$ cat config.mk
export PLATFORM = sky130hd
export DESIGN_NAME = infix_to_postfix_reorder_top_flat
export DESIGN_NICKNAME = d
export VERILOG_FILES = /design/src/i2p_pkg.sv /design/src/i2p_if.sv /design/src/i2p_ram.sv /design/src/infix_to_postfix_reorder_top.sv /design/src/flat_wrapper.sv
export SDC_FILE = /design/constraint.sdc
export NUM_CORES = 1
export LEC_CHECK = 0
export BUFFER_PORTS_ARGS = -buffer_cell sky130_fd_sc_hd__buf_2
export CAP_MARGIN = 30
export CORE_MARGIN = 2
export CORE_UTILIZATION = 45
export CTS_BUF_LIST = sky130_fd_sc_hd__clkbuf_4 sky130_fd_sc_hd__clkbuf_8
export DETAILED_ROUTE_END_ITERATION = 8
export PLACE_DENSITY = 0.59
export SKIP_CTS_REPAIR_TIMING = 1
export SLEW_MARGIN = 20
export SYNTH_ARGS = -nofsm -noshare
export SYNTH_HDL_FRONTEND = slang
export SYNTH_SLANG_ARGS = --single-unit
export TNS_END_PERCENT = 30
$ cat constraint.sdc
create_clock -name clock -period 8.25 [get_ports clock]
set_clock_uncertainty 0.05 [all_clocks]
set_input_delay 1.65 -clock clock [delete_from_list [all_inputs] [get_ports clock]]
set_output_delay 1.65 -clock clock [all_outputs]
set_load 0.01 [all_outputs]
$ cat src/i2p_pkg.sv
package i2p_pkg;

   localparam int KindW       = 4;
   localparam int RefPortW    = 16;
   localparam int StatusW     = 2;
   localparam int TotalW      = 16;
   localparam int PrecW       = 3;
   localparam int DefStackDepth = 32;
   localparam int DefRefBits    = 16;

   localparam logic [KindW-1:0] K_OPERAND = 4'd0;
   localparam logic [KindW-1:0] K_LPAREN  = 4'd1;
   localparam logic [KindW-1:0] K_RPAREN  = 4'd2;
   localparam logic [KindW-1:0] K_SIN     = 4'd3;
   localparam logic [KindW-1:0] K_COS     = 4'd4;
   localparam logic [KindW-1:0] K_TAN     = 4'd5;
   localparam logic [KindW-1:0] K_COT     = 4'd6;
   localparam logic [KindW-1:0] K_ADD     = 4'd7;
   localparam logic [KindW-1:0] K_SUB     = 4'd8;
   localparam logic [KindW-1:0] K_MUL     = 4'd9;
   localparam logic [KindW-1:0] K_DIV     = 4'd10;
   localparam logic [KindW-1:0] K_POW     = 4'd11;

   localparam logic CMD_TOKEN = 1'b0;
   localparam logic CMD_END   = 1'b1;

   localparam logic [StatusW-1:0] ST_OK        = 2'd0;
   localparam logic [StatusW-1:0] ST_OVERFLOW  = 2'd1;
   localparam logic [StatusW-1:0] ST_UNMATCHED = 2'd2;

   typedef enum logic [1:0] {
      S_IDLE,
      S_EVAL,
      S_RPFUNC
   } state_type;

   typedef enum logic [2:0] {
      A_END,
      A_WAIT,
      A_POP,
      A_EMIT,
      A_STATUS,
      A_SUMMARY,
      A_PUSH,
      A_DROP
   } action_type;

   typedef struct packed {
      logic                is_token;
      logic [KindW-1:0]    out_kind;
      logic [RefPortW-1:0] out_ref;
      logic [StatusW-1:0]  status;
      logic [TotalW-1:0]   emitted_total;
   } item_type;

   function automatic logic is_func(input logic [KindW-1:0] kind);
      return (kind == K_SIN) || (kind == K_COS) || (kind == K_TAN) || (kind == K_COT);
   endfunction

   function automatic logic [PrecW-1:0] prec_of(input logic [KindW-1:0] kind);
      logic [PrecW-1:0] p;
      case (kind)
         K_SIN, K_COS, K_TAN, K_COT: p = 3'd4;
         K_POW:                      p = 3'd3;
         K_MUL, K_DIV:               p = 3'd2;
         K_ADD, K_SUB:               p = 3'd1;
         default:                    p = 3'd0;
      endcase
      return p;
   endfunction

endpackage

$ cat src/i2p_if.sv
interface i2p_req_if;
   logic                          valid;
   logic                          ready;
   logic                          cmd;
   logic [i2p_pkg::KindW-1:0]     token_kind;
   logic [i2p_pkg::RefPortW-1:0]  token_ref;

   modport source(output valid, cmd, token_kind, token_ref, input ready);
   modport sink(input valid, cmd, token_kind, token_ref, output ready);
endinterface

interface i2p_rsp_if;
   logic                          valid;
   logic                          ready;
   logic                          is_token;
   logic [i2p_pkg::KindW-1:0]     out_kind;
   logic [i2p_pkg::RefPortW-1:0]  out_ref;
   logic [i2p_pkg::StatusW-1:0]   status;
   logic [i2p_pkg::TotalW-1:0]    emitted_total;
   logic                          last;

   modport source(output valid, is_token, out_kind, out_ref, status, emitted_total, last,
                  input ready);
   modport sink(input valid, is_token, out_kind, out_ref, status, emitted_total, last,
                output ready);
endinterface

$ cat src/i2p_ram.sv
module i2p_ram #(
   parameter int WIDTH = 8,
   parameter int DEPTH = 32
) (
   input  logic                     clock,
   input  logic                     wr_en,
   input  logic [$clog2(DEPTH)-1:0] wr_addr,
   input  logic [WIDTH-1:0]         wr_data,
   input  logic [$clog2(DEPTH)-1:0] rd_addr,
   output logic [WIDTH-1:0]         rd_data
);

   logic [WIDTH-1:0] mem_ff [DEPTH];
   logic [WIDTH-1:0] rd_data_ff;

   always_ff @(posedge clock) begin
      if (wr_en) begin
         mem_ff[wr_addr] <= wr_data;
      end
      rd_data_ff <= mem_ff[rd_addr];
   end

   assign rd_data = rd_data_ff;

endmodule

$ cat src/infix_to_postfix_reorder_top.sv
// Infix-to-postfix reorder with an operator stack held in a single-port-write,
// registered-read RAM. One transaction is taken at a time: each stack pop is a
// step of its own (one RAM read of the new top), and a right paren that drops
// its left paren goes on to look at the entry below, in which a function found
// there is popped as well; an end command pops its entries one at a time.
// Results leave through a one-item hold register and an output register, so a
// slow response side can stall these steps. The stack needs no clearing after
// reset.
module infix_to_postfix_reorder_top #(
   parameter int STACK_DEPTH = i2p_pkg::DefStackDepth,
   parameter int REF_BITS    = i2p_pkg::DefRefBits
) (
   input  logic           clock,
   input  logic           reset,
   i2p_req_if.sink        req_chan,
   i2p_rsp_if.source      rsp_chan
);

   localparam int RefW  = (REF_BITS < i2p_pkg::RefPortW) ? REF_BITS : i2p_pkg::RefPortW;
   localparam int EntW  = i2p_pkg::KindW + RefW;
   localparam int CntW  = $clog2(STACK_DEPTH + 1);
   localparam int AddrW = $clog2(STACK_DEPTH);

   i2p_pkg::state_type  state_ff, state_in;
   i2p_pkg::action_type act;

   logic                        tok_cmd_ff, tok_cmd_in;
   logic [i2p_pkg::KindW-1:0]   tok_kind_ff, tok_kind_in;
   logic [RefW-1:0]             tok_ref_ff, tok_ref_in;
   logic [CntW-1:0]             cnt_ff, cnt_in;
   logic [i2p_pkg::TotalW-1:0]  emit_ff, emit_in;
   logic                        pend_valid_ff, pend_valid_in;
   i2p_pkg::item_type           pend_ff, pend_in;
   logic                        rsp_valid_ff, rsp_valid_in;
   i2p_pkg::item_type           rsp_item_ff, rsp_item_in;
   logic                        rsp_last_ff, rsp_last_in;

   logic                        wr_en;
   logic [AddrW-1:0]            wr_addr;
   logic [EntW-1:0]             wr_data;
   logic [AddrW-1:0]            rd_addr;
   logic [EntW-1:0]             rd_data;
   logic [CntW-1:0]             cnt_dec;

   logic [i2p_pkg::KindW-1:0]   top_kind;
   logic [RefW-1:0]             top_ref;
   logic                        has_top;
   logic                        full;
   logic                        out_free;
   logic                        accept;
   i2p_pkg::item_type           new_item;
   i2p_pkg::action_type         want;

   i2p_ram #(
      .WIDTH(EntW),
      .DEPTH(STACK_DEPTH)
   ) u_stack (
      .clock  (clock),
      .wr_en  (wr_en),
      .wr_addr(wr_addr),
      .wr_data(wr_data),
      .rd_addr(rd_addr),
      .rd_data(rd_data)
   );

   assign top_kind = rd_data[EntW-1 -: i2p_pkg::KindW];
   assign top_ref  = rd_data[RefW-1:0];
   assign has_top  = (cnt_ff != '0);
   assign full     = (cnt_ff == CntW'(STACK_DEPTH));
   assign out_free = !rsp_valid_ff || rsp_chan.ready;
   assign req_chan.ready = (state_ff == i2p_pkg::S_IDLE) && (!pend_valid_ff || out_free);
   assign accept   = req_chan.valid && req_chan.ready;

   // action decode
   always_comb begin
      want     = i2p_pkg::A_END;
      new_item = '0;
      case (state_ff)
         i2p_pkg::S_EVAL: begin
            if (tok_cmd_ff == i2p_pkg::CMD_END) begin
               if (has_top && top_kind != i2p_pkg::K_LPAREN) begin
                  want = i2p_pkg::A_POP;
               end else begin
                  want = i2p_pkg::A_SUMMARY;
               end
            end else begin
               case (tok_kind_ff)
                  i2p_pkg::K_OPERAND: want = i2p_pkg::A_EMIT;
                  i2p_pkg::K_LPAREN, i2p_pkg::K_SIN, i2p_pkg::K_COS,
                  i2p_pkg::K_TAN, i2p_pkg::K_COT: begin
                     want = full ? i2p_pkg::A_STATUS : i2p_pkg::A_PUSH;
                  end
                  i2p_pkg::K_RPAREN: begin
                     if (!has_top) begin
                        want = i2p_pkg::A_STATUS;
                     end else if (top_kind != i2p_pkg::K_LPAREN) begin
                        want = i2p_pkg::A_POP;
                     end else begin
                        want = i2p_pkg::A_DROP;
                     end
                  end
                  i2p_pkg::K_ADD, i2p_pkg::K_SUB, i2p_pkg::K_MUL,
                  i2p_pkg::K_DIV, i2p_pkg::K_POW: begin
                     if (has_top
                         && i2p_pkg::prec_of(top_kind) >= i2p_pkg::prec_of(tok_kind_ff)
                         && !(top_kind == i2p_pkg::K_POW && tok_kind_ff == i2p_pkg::K_POW))
                     begin
                        want = i2p_pkg::A_POP;
                     end else begin
                        want = full ? i2p_pkg::A_STATUS : i2p_pkg::A_PUSH;
                     end
                  end
                  default: want = i2p_pkg::A_END;
               endcase
            end
         end
         i2p_pkg::S_RPFUNC: begin
            if (has_top && i2p_pkg::is_func(top_kind)) begin
               want = i2p_pkg::A_POP;
            end
         end
         default: want = i2p_pkg::A_END;
      endcase

      case (want)
         i2p_pkg::A_POP: begin
            new_item.is_token = 1'b1;
            new_item.out_kind = top_kind;
            new_item.out_ref  = i2p_pkg::RefPortW'(top_ref);
         end
         i2p_pkg::A_EMIT: begin
            new_item.is_token = 1'b1;
            new_item.out_kind = tok_kind_ff;
            new_item.out_ref  = i2p_pkg::RefPortW'(tok_ref_ff);
         end
         i2p_pkg::A_STATUS: begin
            new_item.out_kind = tok_kind_ff;
            new_item.out_ref  = i2p_pkg::RefPortW'(tok_ref_ff);
            new_item.status   = (tok_kind_ff == i2p_pkg::K_RPAREN) ? i2p_pkg::ST_UNMATCHED
                                                                   : i2p_pkg::ST_OVERFLOW;
         end
         i2p_pkg::A_SUMMARY: begin
            new_item.emitted_total = emit_ff;
         end
         default: new_item = '0;
      endcase

      act = want;
      if ((want == i2p_pkg::A_POP || want == i2p_pkg::A_EMIT || want == i2p_pkg::A_STATUS
           || want == i2p_pkg::A_SUMMARY) && pend_valid_ff && !out_free) begin
         act = i2p_pkg::A_WAIT;
      end
   end

   // next state
   always_comb begin
      state_in = state_ff;
      case (state_ff)
         i2p_pkg::S_IDLE: begin
            if (accept) begin
               state_in = i2p_pkg::S_EVAL;
            end
         end
         i2p_pkg::S_EVAL: begin
            case (act)
               i2p_pkg::A_WAIT, i2p_pkg::A_POP: state_in = i2p_pkg::S_EVAL;
               i2p_pkg::A_DROP:                 state_in = i2p_pkg::S_RPFUNC;
               default:                         state_in = i2p_pkg::S_IDLE;
            endcase
         end
         i2p_pkg::S_RPFUNC: begin
            if (act != i2p_pkg::A_WAIT) begin
               state_in = i2p_pkg::S_IDLE;
            end
         end
         default: state_in = i2p_pkg::S_IDLE;
      endcase
   end

   // datapath and outputs
   always_comb begin
      tok_cmd_in    = tok_cmd_ff;
      tok_kind_in   = tok_kind_ff;
      tok_ref_in    = tok_ref_ff;
      cnt_in        = cnt_ff;
      emit_in       = emit_ff;
      pend_valid_in = pend_valid_ff;
      pend_in       = pend_ff;
      rsp_valid_in  = rsp_valid_ff && !rsp_chan.ready;
      rsp_item_in   = rsp_item_ff;
      rsp_last_in   = rsp_last_ff;
      wr_en         = 1'b0;
      wr_addr       = cnt_ff[AddrW-1:0];
      wr_data       = {tok_kind_ff, tok_ref_ff};

      if (state_ff == i2p_pkg::S_IDLE) begin
         if (pend_valid_ff && out_free) begin
            rsp_valid_in  = 1'b1;
            rsp_item_in   = pend_ff;
            rsp_last_in   = 1'b1;
            pend_valid_in = 1'b0;
         end
         if (accept) begin
            tok_cmd_in  = req_chan.cmd;
            tok_kind_in = req_chan.token_kind;
            tok_ref_in  = req_chan.token_ref[RefW-1:0];
         end
      end else begin
         case (act)
            i2p_pkg::A_POP: begin
               cnt_in = cnt_ff - CntW'(1);
               if (emit_ff != '1) begin
                  emit_in = emit_ff + i2p_pkg::TotalW'(1);
               end
            end
            i2p_pkg::A_EMIT: begin
               if (emit_ff != '1) begin
                  emit_in = emit_ff + i2p_pkg::TotalW'(1);
               end
            end
            i2p_pkg::A_SUMMARY: begin
               cnt_in  = '0;
               emit_in = '0;
            end
            i2p_pkg::A_PUSH: begin
               wr_en  = 1'b1;
               cnt_in = cnt_ff + CntW'(1);
            end
            i2p_pkg::A_DROP: begin
               cnt_in = cnt_ff - CntW'(1);
            end
            default: cnt_in = cnt_ff;
         endcase
         if (act == i2p_pkg::A_POP || act == i2p_pkg::A_EMIT || act == i2p_pkg::A_STATUS
             || act == i2p_pkg::A_SUMMARY) begin
            if (pend_valid_ff) begin
               rsp_valid_in = 1'b1;
               rsp_item_in  = pend_ff;
               rsp_last_in  = 1'b0;
            end
            pend_valid_in = 1'b1;
            pend_in       = new_item;
         end
      end
   end

   // read the entry that will be on top after this cycle
   assign cnt_dec = cnt_in - CntW'(1);
   assign rd_addr = cnt_dec[AddrW-1:0];

   always_ff @(posedge clock) begin
      if (reset) begin
         state_ff      <= i2p_pkg::S_IDLE;
         cnt_ff        <= '0;
         emit_ff       <= '0;
         pend_valid_ff <= 1'b0;
         rsp_valid_ff  <= 1'b0;
      end else begin
         state_ff      <= state_in;
         cnt_ff        <= cnt_in;
         emit_ff       <= emit_in;
         pend_valid_ff <= pend_valid_in;
         rsp_valid_ff  <= rsp_valid_in;
      end
   end

   always_ff @(posedge clock) begin
      tok_cmd_ff  <= tok_cmd_in;
      tok_kind_ff <= tok_kind_in;
      tok_ref_ff  <= tok_ref_in;
      pend_ff     <= pend_in;
      rsp_item_ff <= rsp_item_in;
      rsp_last_ff <= rsp_last_in;
   end

   assign rsp_chan.valid         = rsp_valid_ff;
   assign rsp_chan.is_token      = rsp_item_ff.is_token;
   assign rsp_chan.out_kind      = rsp_item_ff.out_kind;
   assign rsp_chan.out_ref       = rsp_item_ff.out_ref;
   assign rsp_chan.status        = rsp_item_ff.status;
   assign rsp_chan.emitted_total = rsp_item_ff.emitted_total;
   assign rsp_chan.last          = rsp_last_ff;

   a_cnt_bound: assert property (@(posedge clock) disable iff (reset)
      cnt_ff <= CntW'(STACK_DEPTH))
      else $error("stack count beyond depth");

   a_push_room: assert property (@(posedge clock) disable iff (reset)
      wr_en |-> !full)
      else $error("push into full stack");

   a_summary_clear: assert property (@(posedge clock) disable iff (reset)
      (state_ff != i2p_pkg::S_IDLE && act == i2p_pkg::A_SUMMARY)
      |=> (cnt_ff == '0 && emit_ff == '0 && state_ff == i2p_pkg::S_IDLE))
      else $error("end of expression left state behind");

   a_no_loss: assert property (@(posedge clock) disable iff (reset)
      (pend_valid_ff && rsp_valid_ff && !rsp_chan.ready) |=> pend_valid_ff)
      else $error("held result lost");

endmodule

$ cat src/flat_wrapper.sv
// flat-port wrapper written by rule: the top's interface ports become plain ports
module infix_to_postfix_reorder_top_flat 
#(
   parameter int STACK_DEPTH = i2p_pkg::DefStackDepth,
   parameter int REF_BITS    = i2p_pkg::DefRefBits
)
  (clock, reset, req_chan_valid, req_chan_cmd, req_chan_token_kind, req_chan_token_ref, req_chan_ready, rsp_chan_valid, rsp_chan_is_token, rsp_chan_out_kind, rsp_chan_out_ref, rsp_chan_status, rsp_chan_emitted_total, rsp_chan_last, rsp_chan_ready);
  i2p_req_if req_chan_i ();
  i2p_rsp_if rsp_chan_i ();
  input  logic clock;
  input  logic reset;
  input wire logic [$bits(req_chan_i.valid)-1:0] req_chan_valid;
  input wire logic [$bits(req_chan_i.cmd)-1:0] req_chan_cmd;
  input wire logic [$bits(req_chan_i.token_kind)-1:0] req_chan_token_kind;
  input wire logic [$bits(req_chan_i.token_ref)-1:0] req_chan_token_ref;
  output wire logic [$bits(req_chan_i.ready)-1:0] req_chan_ready;
  output wire logic [$bits(rsp_chan_i.valid)-1:0] rsp_chan_valid;
  output wire logic [$bits(rsp_chan_i.is_token)-1:0] rsp_chan_is_token;
  output wire logic [$bits(rsp_chan_i.out_kind)-1:0] rsp_chan_out_kind;
  output wire logic [$bits(rsp_chan_i.out_ref)-1:0] rsp_chan_out_ref;
  output wire logic [$bits(rsp_chan_i.status)-1:0] rsp_chan_status;
  output wire logic [$bits(rsp_chan_i.emitted_total)-1:0] rsp_chan_emitted_total;
  output wire logic [$bits(rsp_chan_i.last)-1:0] rsp_chan_last;
  input wire logic [$bits(rsp_chan_i.ready)-1:0] rsp_chan_ready;
  assign req_chan_i.valid = req_chan_valid;
  assign req_chan_i.cmd = req_chan_cmd;
  assign req_chan_i.token_kind = req_chan_token_kind;
  assign req_chan_i.token_ref = req_chan_token_ref;
  assign req_chan_ready = req_chan_i.ready;
  assign rsp_chan_valid = rsp_chan_i.valid;
  assign rsp_chan_is_token = rsp_chan_i.is_token;
  assign rsp_chan_out_kind = rsp_chan_i.out_kind;
  assign rsp_chan_out_ref = rsp_chan_i.out_ref;
  assign rsp_chan_status = rsp_chan_i.status;
  assign rsp_chan_emitted_total = rsp_chan_i.emitted_total;
  assign rsp_chan_last = rsp_chan_i.last;
  assign rsp_chan_i.ready = rsp_chan_ready;
  infix_to_postfix_reorder_top #(.STACK_DEPTH(STACK_DEPTH), .REF_BITS(REF_BITS)) u_core (.clock(clock), .reset(reset), .req_chan(req_chan_i), .rsp_chan(rsp_chan_i));
endmodule
==> results of run 1 <==
[final timing paths]
check / from / endpoint / cells past startpoint
min reg2reg: u_core.pend_ff[37] / u_core.rsp_chan.out_kind[3] / 0
max reg2reg: u_core.tok_kind_ff[3] / u_core.u_stack.rd_data[0] / 17
max: u_core.tok_kind_ff[3] / u_core.u_stack.rd_data[0] / 17
min: u_core.pend_ff[37] / u_core.rsp_chan.out_kind[3] / 0
[stage by stage]
step | instance area, um^2 | setup slack [ns] | total power [mW] | utilization | std cells
final | 35000 | 1.62 | 7.92 | 0.512 | 2743
after global routing | 35000 | 1.19 | 8.19 | 0.512 | 2743
after CTS | 34900 | 1.61 | 7.99 | 0.511 | 2739
after detailed placement | 32600 | 1.61 | 4.86 | 0.476 | 2519
after global placement | 32400 | 1.72 | 4.83 | 0.474 | 2509
after floorplan | 30900 | 2.38 | 4.73 | - | 1588
[flip-flops by register name (all words and copies together), names as in the netlist, named ones only]
name                           count
u_core.state_ff                    2
u_core.rsp_chan.valid              1
u_core.u_stack.mem_ff            640
u_core.emit_ff                    16
u_core.rsp_chan.emitted_total     16
u_core.cnt_ff                      6
u_core.u_stack.rd_data            20
u_core.rsp_chan.status             2
u_core.tok_kind_ff                 4
u_core.tok_ref_ff                 16
u_core.pend_ff                    39
u_core.rsp_chan.out_ref           16
u_core.pend_valid_ff               1
u_core.tok_cmd_ff                  1
u_core.rsp_chan.last               1
u_core.rsp_chan.out_kind           4
u_core.rsp_chan.is_token           1
[power by group through the flow]
| stage | Combinational [mW] | Clock, mW | Sequential [mW] |
|---|---|---|---|
| 2_1_floorplan | 0.161 | 0 | 4.57 |
| 3_3_place_gp | 0.254 | 0 | 4.58 |
| 3_5_place_dp | 0.299 | 0 | 4.56 |
| 4_1_cts | 0.300 | 3.22 | 4.47 |
| 5_1_grt | 0.327 | 3.39 | 4.47 |
| 6_report | 0.303 | 3.14 | 4.47 |
[area by class of cell]
type | instances | area share
antenna | 2 | 0.000143
tap | 882 | 0.0316
timing repair buffer | 124 | 0.0263
clock inverter | 38 | 0.00587
clock buffer | 182 | 0.0620
multi-input combinational | 704 | 0.208
sequential | 789 | 0.663
inverter | 22 | 0.00272
[worst reg2reg max path: stages (launching register included)]
cell      delay [ns]
edfxtp_1        0.65
buf_4           0.33
nand4b_1        0.24
and2_1          0.22
or4_4           0.51
a311oi_1        0.38
o21ai_1         0.25
a21oi_1         0.56
ha_1            0.38
xor2_1          0.33
mux2i_1         0.13
mux2_2          0.37
xnor2_4         0.70
buf_4           0.42
buf_4           0.41
nand2_1         0.19
a32oi_1         0.30
o211a_1         0.19
[placed cells by master, fill, tap and decap left out, types with 6 or more instances in the layout]
master      n
a211oi_1   22
mux2i_1    62
buf_8       9
and3_1      6
a21o_1      9
clkbuf_8  128
a22o_1     21
a32oi_1    11
nor3_1     10
mux4_2    145
clkinv_1   22
dfxtp_1    49
a21oi_1    18
clkbuf_4   54
o211a_1    10
buf_2      66
ha_1       21
edfxtp_1  740
o21ai_0     9
buf_4      44
nand2_1    84
nand2b_1    7
inv_1      20
or3_1      10
xnor2_1    10
clkinv_2   11
and2_1     26
nor2_4     14
nand3_1    22
nor2_2     20
nor2_1     78
a32o_1     10
[routing by layer]
| layer | part of all wire | track usage |
|---|---|---|
| met1 | 0.41 | 0.261 |
| met2 | 0.51 | 0.339 |
| met3 | 0.060 | 0.0400 |
| met4 | 0.020 | 0.0506 |
| met5 | 0 | 0 |
[logic make-up after synthesis]
logic type,after synthesis
buf+inv,95
fa+ha+maj,22
simple gates,303
xor+xnor,18
compound gates,146
mux,215
flops,789
==> results.cfg, run 1 <==
[floorplanning]
core_area_um2 = 68300
die_area_um2 = 70800
num_rows = 96
ios = 67
die_x_um = 266
start_util = 0.452
die_y_um = 266

[clock_tree]
cts_max_level = 3
clockBufferDepth = 3
clkLatencyLatePin_ns = 0.75
path_clk_slew_ns = 0.07
clockRootBuffer = clkbuf_8
cts_tree = done
numCtsBuffers = 121
cts_sinks = 789

[worst_setup_path]
rrSetupSlack_ns = 1.62
cp_cell_sequence = buf_4, nand4b_1, and2_1, or4_4, a311oi_1, o21ai_1, a21oi_1, ha_1, xor2_1, mux2i_1, mux2_2, xnor2_4, buf_4, buf_4, nand2_1, a32oi_1, o211a_1
path_delay_family = compound AO/OA/AOI/OAI gates
cp-end-kind = register
cp_slowest_cell = xnor2_4
path_max_fanout = 26
max_stage_delay_ns = 0.70
path_class = register to register
startpoint_type = register
cp.arrival_ns = 7.27
cp_common_cell = buf_4
required_ns = 8.89
cp_num_buf_inv = 3

[synth]
synthFlopType = edfxtp_1
synth_simple_gate_area_frac = 0.0459
synth_xor_area_frac = 0.00595
yosys.area.top_type = edfxtp_1
synth_top_area_share = 0.719
yosysMostFrequentCell = edfxtp_1
synth_top_family_by_area = multiplexers
postSynthAreaPerCell_um2 = 19.5
syn-num-nets = 1635
synth_area_um2 = 30900
synthAdderAreaFrac = 0.00915
ys_warn_count = 0
synthArstFlopShare = 0
ys_seq_area_frac = 0.750
synth_area_leaders = edfxtp_1, mux4_2, dfxtp_1, mux2i_1, nor2_1
yosysUniqueCellTypes = 78
synthCells = 1588
synth_edf_count = 740
yosys-top-cells-count = edfxtp_1, mux4_2, nor2_1
synth_compound_area_frac = 0.0380
synth-seq-cells = 789
synthMuxAreaShare = 0.131

[detailed_routing]
routedWlPerCell_um = 25.2
routed_wl_um = 69100
via_per_inst = 5.61
via_count = 15384
drc = 0
drt_iter0_drc = 1288
ant_nets = 0
drtPass1Iterations = 5

[flow_run]
maxCapViolCount = 0

[power_and_ir_drop]
clockPowerShare = 0.397
ir_worst_vdd_mv = 0.123
comb_power_share = 0.038
p_int_mw = 6.22
netSwitchingPower_mw = 1.70
switching_share = 0.215
power.density_nw_per_um2 = 226
p_leak_nw = 12.0
seqPwrFrac = 0.565

[timing]
whs_ns = 0.366
rsz0062_at_grt = no
setup_viol = 0
setup_tns_ns = 0
tightest_slew_ns = 0.961
finalCriticalPeriod_ns = 6.63
min_period_over_period = 0.804
fmax_mhz = 151
relSlewSlack = 0.358
drv_slew = 0
hold_viol_final = 0

[place]
gp_routability_congestion = 0.867
post-dp-hpwl_um = 41200
io_buffers = 66

[worst_hold_path]
hold_class = register to register

[global_route]
grt_pass1_wl_um = 103000
grt_max_degree = 96
grt_util_all_layers = 0.198
antenna_found_initial = 2
grt_pass1_vias = 15824
grt_overflow = 0

[final_layout]
drive_gt1_frac = 0.282
seqCellArea_um2 = 23200
multi_input_area_um2 = 7280
area_delta_synth_final_pct = 13.1
final_nets = 1809
fillCellCount = 5487

[status]
status = complete, no violations
Power figures use the tool's default switching activity.
==> run 2: changes to the inputs <==
--- a/config.mk
+++ b/config.mk
@@ -5,13 +5,14 @@
 export SDC_FILE = /design/constraint.sdc
 export NUM_CORES = 1
 export LEC_CHECK = 0
+export ABC_AREA = 1
 export BUFFER_PORTS_ARGS = -buffer_cell sky130_fd_sc_hd__buf_2
 export CAP_MARGIN = 30
 export CORE_MARGIN = 2
 export CORE_UTILIZATION = 45
 export CTS_BUF_LIST = sky130_fd_sc_hd__clkbuf_4 sky130_fd_sc_hd__clkbuf_8
 export DETAILED_ROUTE_END_ITERATION = 8
-export PLACE_DENSITY = 0.59
+export PLACE_DENSITY = 0.62
 export SKIP_CTS_REPAIR_TIMING = 1
 export SLEW_MARGIN = 20
 export SYNTH_ARGS = -nofsm -noshare
==> constraint.sdc (replaced) <==
create_clock -name clock -period 5.45 [get_ports clock]
set_clock_uncertainty 0.05 [all_clocks]
set_input_delay 1.09 -clock clock [delete_from_list [all_inputs] [get_ports clock]]
set_output_delay 1.09 -clock clock [all_outputs]
set_load 0.01 [all_outputs]
==> run 2 against run 1 <==
Against the previous run:
- first-iteration DRC count up 120%
- sequential power grew 64%
- sequential share of layout area shrank 6.2 points
- synthesized area up 9.9%
- clock power grew 68%
- via count up 56%
- combinational power rose to 8.1 times the previous value
- design area rose by 10%
- utilization grew 0.56 points
- non-clock buffer count increased by 36
- total power grew 90%
- critical path type unchanged
- highest routed layer unchanged
==> results.cfg, run 2 <==
[timing]
drv_slew = 0
hold_viol_final = 0
whs_ns = 0.351
relSlewSlack = 0.212
finalCriticalPeriod_ns = 5.07
setup_viol = 0
fmax_mhz = 197
tightest_slew_ns = 1.18
rsz0062_at_grt = no
setup_tns_ns = 0
min_period_over_period = 0.930

[final_layout]
layout_common_cells = nand3_1, edfxtp_1, nand2_1, inv_1, clkbuf_8
largest_reg_flops = 640
fillCellCount = 6435
instances_no_fill = 4369
final_common_cell = nand3_1
final_nets = 3338
largest-register = u_core.u_stack.mem_ff
area_delta_synth_final_pct = 13.5
utilization = 0.517
drive_gt1_frac = 0.131

[worst_setup_path]
timing.rr.end = u_core.u_stack.rd_data[10]
reg2reg_from = u_core.u_stack.rd_data[16]
startpoint_type = register
worstRegToRegCells = 26
rrSetupSlack_ns = 0.38
required_ns = 6.15
cp-end-kind = register
path_max_fanout = 115
path_class = register to register
cp.arrival_ns = 5.77

[synth]
synthMuxAreaShare = 0
synthCells = 3170
ys_warn_count = 0
synth_xor_area_frac = 0.00155
synthFlopType = edfxtp_1
synth_area_leaders = edfxtp_1, nand3_1, nand2_1, inv_1, dfxtp_1
yosysUniqueCellTypes = 45
yosys.area.top_type = edfxtp_1
yosysMostFrequentCell = nand3_1
synth_edf_count = 740
ys_seq_area_frac = 0.683
synth_top_area_share = 0.654
postSynthAreaPerCell_um2 = 10.7
synth_simple_gate_area_frac = 0.218
synthArstFlopShare = 0
synthAdderAreaFrac = 0.00832
syn-num-nets = 3217
synth_area_um2 = 34000
synth_compound_area_frac = 0.0170
synth_top_family_by_area = simple AND/OR/NAND/NOR gates
synth-seq-cells = 789
yosys-top-cells-count = nand3_1, nand2_1, edfxtp_1

[place]
gp_routability_congestion = 0.889
post-dp-hpwl_um = 51400
place_inst = 4123
io_buffers = 66

[worst_hold_path]
min_to = u_core.rsp_chan.out_kind[0]
hold_class = register to register
min_from = u_core.pend_ff[34]
hold_path_depth = 0

[clock_tree]
numCtsBuffers = 132
clockRootBuffer = clkbuf_8
cts_tree = done
cts_sinks = 789
clockBufferDepth = 3
path_clk_slew_ns = 0.06
cts_max_level = 4
clkLatencyLatePin_ns = 0.80

[power_and_ir_drop]
switching_share = 0.290
comb_power_share = 0.163
ir_worst_vdd_mv = 0.237
power.density_nw_per_um2 = 390
design_power_total_mw = 15.1
seqPwrFrac = 0.487
netSwitchingPower_mw = 4.37
clockPowerShare = 0.350
p_int_mw = 10.7
p_leak_nw = 15.6

[floorplanning]
die_area_um2 = 77700
die_y_um = 279
num_rows = 100
start_util = 0.456
core_area_um2 = 74600
die_x_um = 279
ios = 67

[global_route]
grt_util_all_layers = 0.235
grt_pass1_vias = 23341
grt_pass1_wl_um = 139000
antenna_found_initial = 1
grt_overflow = 0
grt_max_degree = 216

[detailed_routing]
drtPass1Iterations = 8
ant_nets = 0
routed_wl_um = 91400
routedWlPerCell_um = 20.9
drc = 0
drt_iter0_drc = 2825
via_per_inst = 5.50
via_count = 24038

[status]
status = complete, no violations

[flow_run]
maxCapViolCount = 0
==> run 2: cell count changes after synthesis, moves of 26 or more <==
cell / delta
inv_1: +415
nand3b_1: +35
buf_2: +84
and2_1: -26
mux2i_1: -62
nand3_1: +729
nor2_1: -28
nand2_1: +657
mux4_2: -145
==> run 2: power groups by stage <==
stage / logic (mW) / clock network [mW] / registers [mW]
2_1_floorplan: 1.40 / 0 / 7.43
3_3_place_gp: 2.27 / 0 / 7.50
3_5_place_dp: 2.38 / 0 / 7.46
4_1_cts: 2.39 / 5.38 / 7.34
5_1_grt: 2.69 / 5.63 / 7.33
6_report: 2.45 / 5.27 / 7.32
==> run 2: worst max-delay path, cell delays in order, from the launching register on <==
cell and delay [ns]:
dfxtp_1 0.40, ha_1 0.17, inv_1 0.07, nor3_1 0.18, o21bai_1 0.18, ha_1 0.28, a21oi_1 0.18, nand2_1 0.09
nand3_1 0.10, nand2_1 0.06, nand3_1 0.12, nand3_2 0.15, nor2_4 0.17, inv_2 0.07, nor2_1 0.13, nand2_1 0.10
o21ai_1 0.16, fa_1 0.50, a21oi_2 0.28, ha_4 0.24, buf_16 0.45, nand3_1 0.19, nand3_1 0.13, nand3_1 0.18
nand2_1 0.17, nand2_1 0.08, nand2_1 0.07
==> run 2: cell type report <==
cell class | count | area (um^2) | area share
antenna | 1 | 2.50 | 0.0000649
timing repair buffer | 160 | 1340 | 0.0347
multi-input combinational | 1766 | 8490 | 0.220
tap | 969 | 1210 | 0.0314
clock buffer | 194 | 2340 | 0.0606
clock inverter | 48 | 320 | 0.00830
sequential | 789 | 23200 | 0.601
inverter | 442 | 1670 | 0.0432
==> run 2: cells by family (layout without fill, tap and decap cells) <==
group           Yosys count  after routing
simple gates           1651           1651
flops                   789            789
buf+inv                 615            844
compound gates           87             87
fa+ha+maj                22             22
xor+xnor                  6              6
other cells               0              1
==> run 2: how the worst max path moves through the flow <==
stage	from	endpoint	slack, ns
after floorplan	u_core.u_stack.rd_data[16]	u_core.pend_ff[0]	0.19
final	u_core.u_stack.rd_data[16]	u_core.u_stack.rd_data[10]	0.38
after global routing	u_core.u_stack.rd_data[16]	u_core.u_stack.rd_data[11]	0.007
after global placement	u_core.u_stack.rd_data[16]	u_core.u_stack.rd_data[0]	0.35
after detailed placement	u_core.u_stack.rd_data[16]	u_core.u_stack.rd_data[10]	0.32
after CTS	u_core.u_stack.rd_data[16]	u_core.u_stack.rd_data[10]	0.27
==> run 2: per-stage QoR <==
| stage | instance area, um^2 | worst slack (ns) |
|---|---|---|
| 6_report | 38600 | 0.380 |
| 5_1_grt | 38600 | 0.00709 |
| 4_1_cts | 38500 | 0.266 |
| 3_5_place_dp | 35800 | 0.324 |
| 3_3_place_gp | 35700 | 0.355 |
| 2_1_floorplan | 34000 | 0.193 |
==> run 2: per-layer routing <==
metal	wire length [um]	GRT usage	vias up
met5	0	0	-
met1	38800	0.327	11773
met3	7430	0.0417	178
li1	-	-	10982
met2	42600	0.370	1105
met4	2590	0.0914	0
